===== src/sv/itdt_pkg.sv =====
package itdt_pkg;

  // ASCII bytes
  localparam logic [7:0] CH_ZERO  = 8'h30;
  localparam logic [7:0] CH_MINUS = 8'h2D;
  localparam logic [7:0] CH_NL    = 8'h0A;

  // ending codes
  localparam logic [1:0] END_NONE = 2'd0;
  localparam logic [1:0] END_NL   = 2'd1;
  localparam logic [1:0] END_SEP  = 2'd2;

  // register map
  localparam int          CFG_AW       = 3;
  localparam logic        REG_SEP      = 1'b0;
  localparam logic [7:0]  SEP_RESET    = 8'd32;

  // commands to the converter
  typedef struct packed {
    logic start;  // load a new magnitude and begin conversion
    logic pop;    // shift the BCD word up one digit
  } itdt_cmd_t;

endpackage


===== src/sv/itdt_dabble.sv =====
// Shift-and-add-3 binary to BCD converter, one bit per cycle.
module itdt_dabble import itdt_pkg::*; #(
  parameter int VALUE_BITS = 64,
  parameter int DIGITS     = 20
) (
  input  logic                  clk,
  input  logic                  rst_n,
  input  itdt_cmd_t             cmd,
  input  logic [VALUE_BITS-1:0] start_value,
  output logic                  busy,
  output logic [3:0]            top_digit
);

  localparam int CW = $clog2(VALUE_BITS + 1);
  localparam int BW = 4 * DIGITS;

  logic [CW-1:0]         cnt_r;
  logic [VALUE_BITS-1:0] bin_r;
  logic [BW-1:0]         bcd_r;
  logic [BW-1:0]         bcd_adj;

  // add 3 to every digit of 5 or more before the shift
  for (genvar i = 0; i < DIGITS; i++) begin : g_adj
    assign bcd_adj[4*i +: 4] = (bcd_r[4*i +: 4] >= 4'd5) ? (bcd_r[4*i +: 4] + 4'd3)
                                                         : bcd_r[4*i +: 4];
  end

  assign busy      = (cnt_r != '0);
  assign top_digit = bcd_r[BW-1 -: 4];

  always_ff @(posedge clk) begin
    if (!rst_n) begin
      cnt_r <= '0;
    end else if (cmd.start) begin
      cnt_r <= CW'(VALUE_BITS);
    end else if (busy) begin
      cnt_r <= cnt_r - 1'b1;
    end
  end

  always_ff @(posedge clk) begin
    if (cmd.start) begin
      bin_r <= start_value;
      bcd_r <= '0;
    end else if (busy) begin
      bcd_r <= {bcd_adj[BW-2:0], bin_r[VALUE_BITS-1]};
      bin_r <= {bin_r[VALUE_BITS-2:0], 1'b0};
    end else if (cmd.pop) begin
      bcd_r <= {bcd_r[BW-5:0], 4'h0};
    end
  end

endmodule


===== src/sv/integer_to_decimal_text_core.sv =====
// Integer to decimal ASCII text.
// Input channel (in_*): one word carries a 64-bit value (low VALUE_BITS bits
// used), a signed flag and an ending code (0 none, 1 newline, 2 separator,
// 3 acts as none). Output channel (out_*): one ASCII byte per word, with
// out_last on the final byte of each value: optional '-', the digits most
// significant first without leading zeros, then the optional ending byte.
// Configuration: APB-style port, register 0 at byte address 0 holds the
// separator byte (reset 0x20).
// Steps per value: binary to BCD conversion in the shared shift/add-3 unit,
// then leading zeros skipped (up to DIGITS-1), then one output word each for
// the optional sign, every digit and the optional ending byte, then back to
// idle. in_ready is high only while the sequencer is idle;
// one value is in work at a time. The output byte sits in a register, so the
// next value is accepted while the last byte still waits for out_ready.
// A stalled receiver simply holds the sequencer; nothing is dropped.
// Reset (rst_n low, synchronous) returns to idle, empties the output
// register and restores the separator byte.
module integer_to_decimal_text_core import itdt_pkg::*; #(
  parameter int VALUE_BITS = 64
) (
  input  logic              clk,
  input  logic              rst_n,
  // input words
  input  logic              in_valid,
  output logic              in_ready,
  input  logic [63:0]       in_value_bits,
  input  logic              in_is_signed,
  input  logic [1:0]        in_ending,
  // output words
  output logic              out_valid,
  input  logic              out_ready,
  output logic [7:0]        out_char,
  output logic              out_last,
  // configuration
  input  logic              cfg_psel,
  input  logic              cfg_penable,
  input  logic              cfg_pwrite,
  input  logic [CFG_AW-1:0] cfg_paddr,
  input  logic [31:0]       cfg_pwdata,
  output logic [31:0]       cfg_prdata,
  output logic              cfg_pready
);

  // decimal digits needed for VALUE_BITS bits: ceil(VALUE_BITS * log10(2))
  localparam int DIGITS = (VALUE_BITS * 30103 + 99999) / 100000;
  localparam int DCW    = $clog2(DIGITS + 1);

  typedef enum logic [2:0] {
    S_IDLE,
    S_CONV,
    S_SKIP,
    S_SIGN,
    S_DIGIT,
    S_END
  } state_t;

  state_t          state_r, state_nxt;
  logic [DCW-1:0]  dig_cnt_r, dig_cnt_nxt;
  logic            neg_r, neg_nxt;
  logic [1:0]      ending_r, ending_nxt;
  logic            out_valid_r, out_valid_nxt;
  logic [7:0]      out_char_r, out_char_nxt;
  logic            out_last_r, out_last_nxt;
  logic [7:0]      sep_r;

  logic                  accept;
  logic [VALUE_BITS-1:0] raw;
  logic                  raw_neg;
  logic [VALUE_BITS-1:0] magnitude;
  logic                  slot_free;
  logic                  has_tail;
  itdt_cmd_t             cmd;
  logic                  conv_busy;
  logic [3:0]            top_digit;

  // ---------------- configuration ----------------
  assign cfg_pready = 1'b1;
  assign cfg_prdata = (cfg_paddr[2] == REG_SEP) ? {24'h0, sep_r} : 32'h0;

  always_ff @(posedge clk) begin
    if (!rst_n) begin
      sep_r <= SEP_RESET;
    end else if (cfg_psel && cfg_penable && cfg_pwrite && cfg_pready &&
                 cfg_paddr[2] == REG_SEP) begin
      sep_r <= cfg_pwdata[7:0];
    end
  end

  // ---------------- input and magnitude ----------------
  assign in_ready  = (state_r == S_IDLE);
  assign accept    = in_valid && in_ready;
  assign raw       = in_value_bits[VALUE_BITS-1:0];
  assign raw_neg   = in_is_signed && raw[VALUE_BITS-1];
  // most negative value negates to itself, which read unsigned is correct
  assign magnitude = raw_neg ? (~raw + 1'b1) : raw;

  itdt_dabble #(
    .VALUE_BITS (VALUE_BITS),
    .DIGITS     (DIGITS)
  ) u_dabble (
    .clk         (clk),
    .rst_n       (rst_n),
    .cmd         (cmd),
    .start_value (magnitude),
    .busy        (conv_busy),
    .top_digit   (top_digit)
  );

  // ---------------- sequencer ----------------
  assign slot_free = !out_valid_r || out_ready;
  assign has_tail  = (ending_r == END_NL) || (ending_r == END_SEP);

  always_comb begin
    state_nxt     = state_r;
    dig_cnt_nxt   = dig_cnt_r;
    neg_nxt       = neg_r;
    ending_nxt    = ending_r;
    out_valid_nxt = out_valid_r && !out_ready;
    out_char_nxt  = out_char_r;
    out_last_nxt  = out_last_r;
    cmd           = '0;

    unique case (state_r)
      S_IDLE: begin
        if (accept) begin
          cmd.start   = 1'b1;
          neg_nxt     = raw_neg;
          ending_nxt  = in_ending;
          dig_cnt_nxt = DCW'(DIGITS);
          state_nxt   = S_CONV;
        end
      end
      S_CONV: begin
        if (!conv_busy) begin
          state_nxt = S_SKIP;
        end
      end
      S_SKIP: begin
        // drop leading zeros, keeping at least the last digit
        if (top_digit == 4'd0 && dig_cnt_r > DCW'(1)) begin
          cmd.pop     = 1'b1;
          dig_cnt_nxt = dig_cnt_r - 1'b1;
        end else begin
          state_nxt = neg_r ? S_SIGN : S_DIGIT;
        end
      end
      S_SIGN: begin
        if (slot_free) begin
          out_valid_nxt = 1'b1;
          out_char_nxt  = CH_MINUS;
          out_last_nxt  = 1'b0;
          state_nxt     = S_DIGIT;
        end
      end
      S_DIGIT: begin
        if (slot_free) begin
          out_valid_nxt = 1'b1;
          out_char_nxt  = CH_ZERO + {4'h0, top_digit};
          out_last_nxt  = (dig_cnt_r == DCW'(1)) && !has_tail;
          cmd.pop       = 1'b1;
          dig_cnt_nxt   = dig_cnt_r - 1'b1;
          if (dig_cnt_r == DCW'(1)) begin
            state_nxt = has_tail ? S_END : S_IDLE;
          end
        end
      end
      S_END: begin
        if (slot_free) begin
          out_valid_nxt = 1'b1;
          out_char_nxt  = (ending_r == END_NL) ? CH_NL : sep_r;
          out_last_nxt  = 1'b1;
          state_nxt     = S_IDLE;
        end
      end
      default: begin
        state_nxt = S_IDLE;
      end
    endcase
  end

  always_ff @(posedge clk) begin
    if (!rst_n) begin
      state_r     <= S_IDLE;
      dig_cnt_r   <= '0;
      neg_r       <= 1'b0;
      ending_r    <= END_NONE;
      out_valid_r <= 1'b0;
      out_char_r  <= '0;
      out_last_r  <= 1'b0;
    end else begin
      state_r     <= state_nxt;
      dig_cnt_r   <= dig_cnt_nxt;
      neg_r       <= neg_nxt;
      ending_r    <= ending_nxt;
      out_valid_r <= out_valid_nxt;
      out_char_r  <= out_char_nxt;
      out_last_r  <= out_last_nxt;
    end
  end

  assign out_valid = out_valid_r;
  assign out_char  = out_char_r;
  assign out_last  = out_last_r;

  // ---------------- assertions ----------------
  // converter is never running while a new word can be taken
  a_idle_not_busy: assert property (@(posedge clk) disable iff (!rst_n)
    in_ready |-> !conv_busy)
    else $error("converter busy while sequencer idle");

  // a byte flagged last always returns the sequencer to idle
  a_last_to_idle: assert property (@(posedge clk) disable iff (!rst_n)
    (out_valid_nxt && out_last_nxt && slot_free && state_r != S_IDLE)
      |=> (state_r == S_IDLE))
    else $error("last byte issued but sequencer not idle");

  // digit emission never runs past the digit count
  a_digit_count: assert property (@(posedge clk) disable iff (!rst_n)
    (state_r == S_DIGIT || state_r == S_SKIP) |-> (dig_cnt_r != '0))
    else $error("digit count underflow");

  // digits emitted are decimal
  a_bcd_digit: assert property (@(posedge clk) disable iff (!rst_n)
    (state_r == S_DIGIT) |-> (top_digit <= 4'd9))
    else $error("non-decimal digit from converter");

endmodule


===== config.mk =====
export PLATFORM = sky130hd
export DESIGN_NAME = integer_to_decimal_text_core
export DESIGN_NICKNAME = d
export VERILOG_FILES = /design/src/sv/itdt_pkg.sv /design/src/sv/itdt_dabble.sv /design/src/sv/integer_to_decimal_text_core.sv
export SDC_FILE = /design/constraint.sdc
export NUM_CORES = 1
export LEC_CHECK = 0
export BUFFER_PORTS_ARGS = -buffer_cell sky130_fd_sc_hd__buf_2
export CORE_MARGIN = 3
export CORE_UTILIZATION = 64
export CTS_CLUSTER_DIAMETER = 150
export DETAILED_ROUTE_END_ITERATION = 12
export PLACE_DENSITY_LB_ADDON = 0.2
export SLEW_MARGIN = 20
export SYNTH_ARGS = -nofsm -noshare
export SYNTH_HDL_FRONTEND = slang
export SYNTH_HIERARCHICAL = 1
export SYNTH_SLANG_ARGS = --single-unit

===== constraint.sdc =====
create_clock -name clk -period 7.2 [get_ports clk]
set_input_delay 0 -clock clk [delete_from_list [all_inputs] [get_ports clk]]
set_output_delay 0 -clock clk [all_outputs]
set_load 0.05 [all_outputs]

==> impl_metrics.toml <==
[worst_setup_path]
max_stage_delay_ns = 0.67
cp_cell_sequence = "nor2b_1 -> nand2_1 -> a21oi_4 -> buf_4 -> buf_4 -> mux2i_1 -> a21oi_1 -> o21a_1"
r2r_setup_slack_ns = 3.72
startpoint_type = "flop"
ff2ff_path_depth = 8
crit_buf_inv = 2
cpMaxStageDelayCell = "buf_4"
required_ns = 7.52
critPathMaxFanout = 55
critPathTopFamily = "buffers and inverters"
critPathKind = "reg2reg"
arrival_ns = 3.80
r2r-end = "u_dabble/bcd_r[14]"
reg2reg_from = "state_r[2]"
cpMostUsedCell = "buf_4"
cp-end-kind = "flop"

[synthesis]
synth_top_area_share_pct = 20.1
syn_avg_cell_area_sq_um = 9.69
synth_top_area_cell = "dfxtp_1"
ys_warn_count = 6
synth.area.top_cells = "dfxtp_1 (20%), edfxtp_1 (17%), mux2i_1 (6.7%)"
synth_seq_cells = 180
synth_seq_area_share_pct = 36.7
yosysUniqueCellTypes = 64
yosysMostFrequentCell = "dfxtp_1"
synth_common_cells = "dfxtp_1 (116), a211oi_1 (92), mux2i_1 (77), a21oi_1 (75)"
synth_ff_type = "dfxtp_1"
synthesis.area_sq_mm = 0.0116
async_flop_share_pct = 0
synthCells = 1195
synth_edf_count = 64

[drt]
drtPass1Iterations = 5
wl_um = 23600
drt-vias-per-instance = 6.01
vias = 9026
drtIter0Drc = 633
drc_errors = 0
ant_nets = 0
wl_per_cell_um = 15.7

[pwr]
pwr-share-seq_pct = 35.6
vdd_drop_max_mv = 0.245
total_power_w = 0.00558
p_sw_share_pct = 39.2
power_leakage_nw = 4.93
power.share.clock_pct = 17.8
power_density_mw_per_mm2 = 438
p_int_w = 0.00339
p_comb_share_pct = 46.7
p_switching_w = 0.00219

[layout]
antenna_cells = 0
syn2layout_area_growth_pct = 10.1
utilization_pct = 72.9
fillers = 1278
drive_gt1_share_pct = 18.2
instances_no_fill = 1502
fin_nets = 1419

[clock_tree]
htreeDepth = 4
clockBufferDepth = 2
clk_latency_ns = 0.43
cts_tree = "built"
clk_pin_slew_ns = 0.07
cts_hold_buf = 15
cts_buffers = 17
clkSinkCount = 180
ctsResizeCount = 0
root_buffer = "clkbuf_16"
postCtsSetupBuffers = 0

[die]
fp.dieArea_sq_mm = 0.0197
io_pins = 153
die_w_um = 140
num_rows = 48
core_sq_mm = 0.0175
start_util_pct = 66.2
fp.dieH_um = 140

[worst_hold_path]
hold_path_end = "u_dabble/bin_r[28]"
hold_class = "in2reg"
min_path_cells = 3
worstHoldStart = "in_value_bits[28]"

[sta]
worstMarginPinSlew_ns = 1.04
hold_viol_final = 0
min_period_over_period_pct = 48.3
setup_violations = 0
timing.hold.ws_ns = 0.0251
rsz0062_at_grt = "no"
finalCriticalPeriod_ns = 3.48
finalSetupTns_ns = 0
slew_viol_final = 0
max_freq_ghz = 0.288
finClkSkew_ns = 0.0101
slew_headroom_pct = 30.9

[global_route]
grt_pass1_vias = 8586
grt_pass1_wl_um = 40100
grt_antenna_before_repair = 1
grt_overflow = 0
grtUsageTotal_pct = 23.9
grt_max_degree = 103

[place]
placed_cells = 1455
dp_hpwl_um = 15200
gp_congestion = 0.866
io_buffers = 101

[run_status]
status = "finished, final reports clean"

[flow_run]
max-cap-violations = 0
[worst reg2reg max path: stages (launching register included)]
cell     delay (ns)
dfxtp_1        0.57
nor2b_1        0.50
nand2_1        0.27
a21oi_4        0.19
buf_4          0.62
buf_4          0.72
mux2i_1        0.29
a21oi_1        0.09
o21a_1         0.14
[placed cells by master (no fill, tap or decap), types with 21 or more instances in the layout]
cell type and n:
dfxtp_1 116, buf_2 101, a211oi_1 92, mux2i_1 77, a21oi_1 74, mux2_2 64
edfxtp_1 64, nor2_1 58, inv_1 56, nand2_1 49, xnor2_1 47, ha_1 46
nor3b_1 42, xor2_1 37, o21ai_0 37, nand2b_1 26, conb_1 25, nor3_1 23
o21a_1 21
[power by group through the flow]
| stage | registers, W | logic (W) | clock network [W] |
|---|---|---|---|
| 4_1_cts | 0.00198 | 0.00262 | 0.00101 |
| 6_report | 0.00199 | 0.00260 | 0.000991 |
| 2_1_floorplan | 0.00194 | 0.00224 | 0 |
| 3_5_place_dp | 0.00199 | 0.00258 | 0 |
| 5_1_grt | 0.00206 | 0.00292 | 0.00106 |
| 3_3_place_gp | 0.00198 | 0.00249 | 0 |
[metal layers]
| layer | global-route usage (%) | up-vias | routed length (um) |
|---|---|---|---|
| met5 | 0 | - | 7 |
| li1 | - | 4506 | - |
| met1 | 31.9 | 4297 | 10900 |
| met3 | 4.78 | 20 | 1050 |
| met4 | 6.02 | 2 | 223 |
| met2 | 40.0 | 201 | 11400 |
[through the flow]
stage                     area, sq um  setup WS (ns)
after floorplan                 11700           2.44
after global placement          11900           3.80
after detailed placement        11900           3.75
after CTS                       12700           3.69
after global routing            12700           3.41
final                           12700           3.72
[worst max-delay path by stage]
stage / start / endpoint / slack (ns) / depth (start not counted)
detailed placement: state_r[2] / u_dabble/bcd_r[14] / 3.75 / 8
finish: state_r[2] / u_dabble/bcd_r[14] / 3.72 / 8
floorplan: state_r[2] / u_dabble/bin_r[0] / 2.44 / 7
global route: state_r[2] / u_dabble/bcd_r[9] / 3.41 / 8
global placement: state_r[2] / u_dabble/bcd_r[14] / 3.80 / 8
CTS: state_r[2] / u_dabble/bcd_r[14] / 3.69 / 8
[registers in the layout (all words and copies together), names as in the netlist]
name / count
sep_r: 8
u_dabble/bin_r: 64
dig_cnt_r: 5
out_valid: 1
ending_r: 2
u_dabble/cnt_r: 7
neg_r: 1
state_r: 3
out_char: 8
u_dabble/bcd_r: 80
out_last: 1
[logic make-up (layout without fill, tap and decap cells)]
kind of cell             after synthesis  in the layout  synth area share (%)
AO/OA/AOI/OAI                        306            306                  18.5
AND/OR/NAND/NOR                      282            282                  13.7
flip-flops                           180            180                  36.7
buffers and inverters                154            213                  6.88
multiplexers                         141            141                  12.9
XOR/XNOR                              84             84                  6.35
adder cells (fa/ha/maj)               46             46                  4.97
other                                  2             25                0.0649
[final cells by class]
| class | instances | area (sq um) | area share (%) |
|---|---|---|---|
| repair buffers | 124 | 716 | 5.62 |
| clock buffers | 17 | 425 | 3.34 |
| well taps | 225 | 282 | 2.21 |
| multi-input cells | 884 | 6660 | 52.3 |
| inverters | 57 | 214 | 1.68 |
| flip-flops and latches | 180 | 4240 | 33.3 |
| clock inverters | 15 | 203 | 1.59 |
Power figures use the tool's default switching activity.
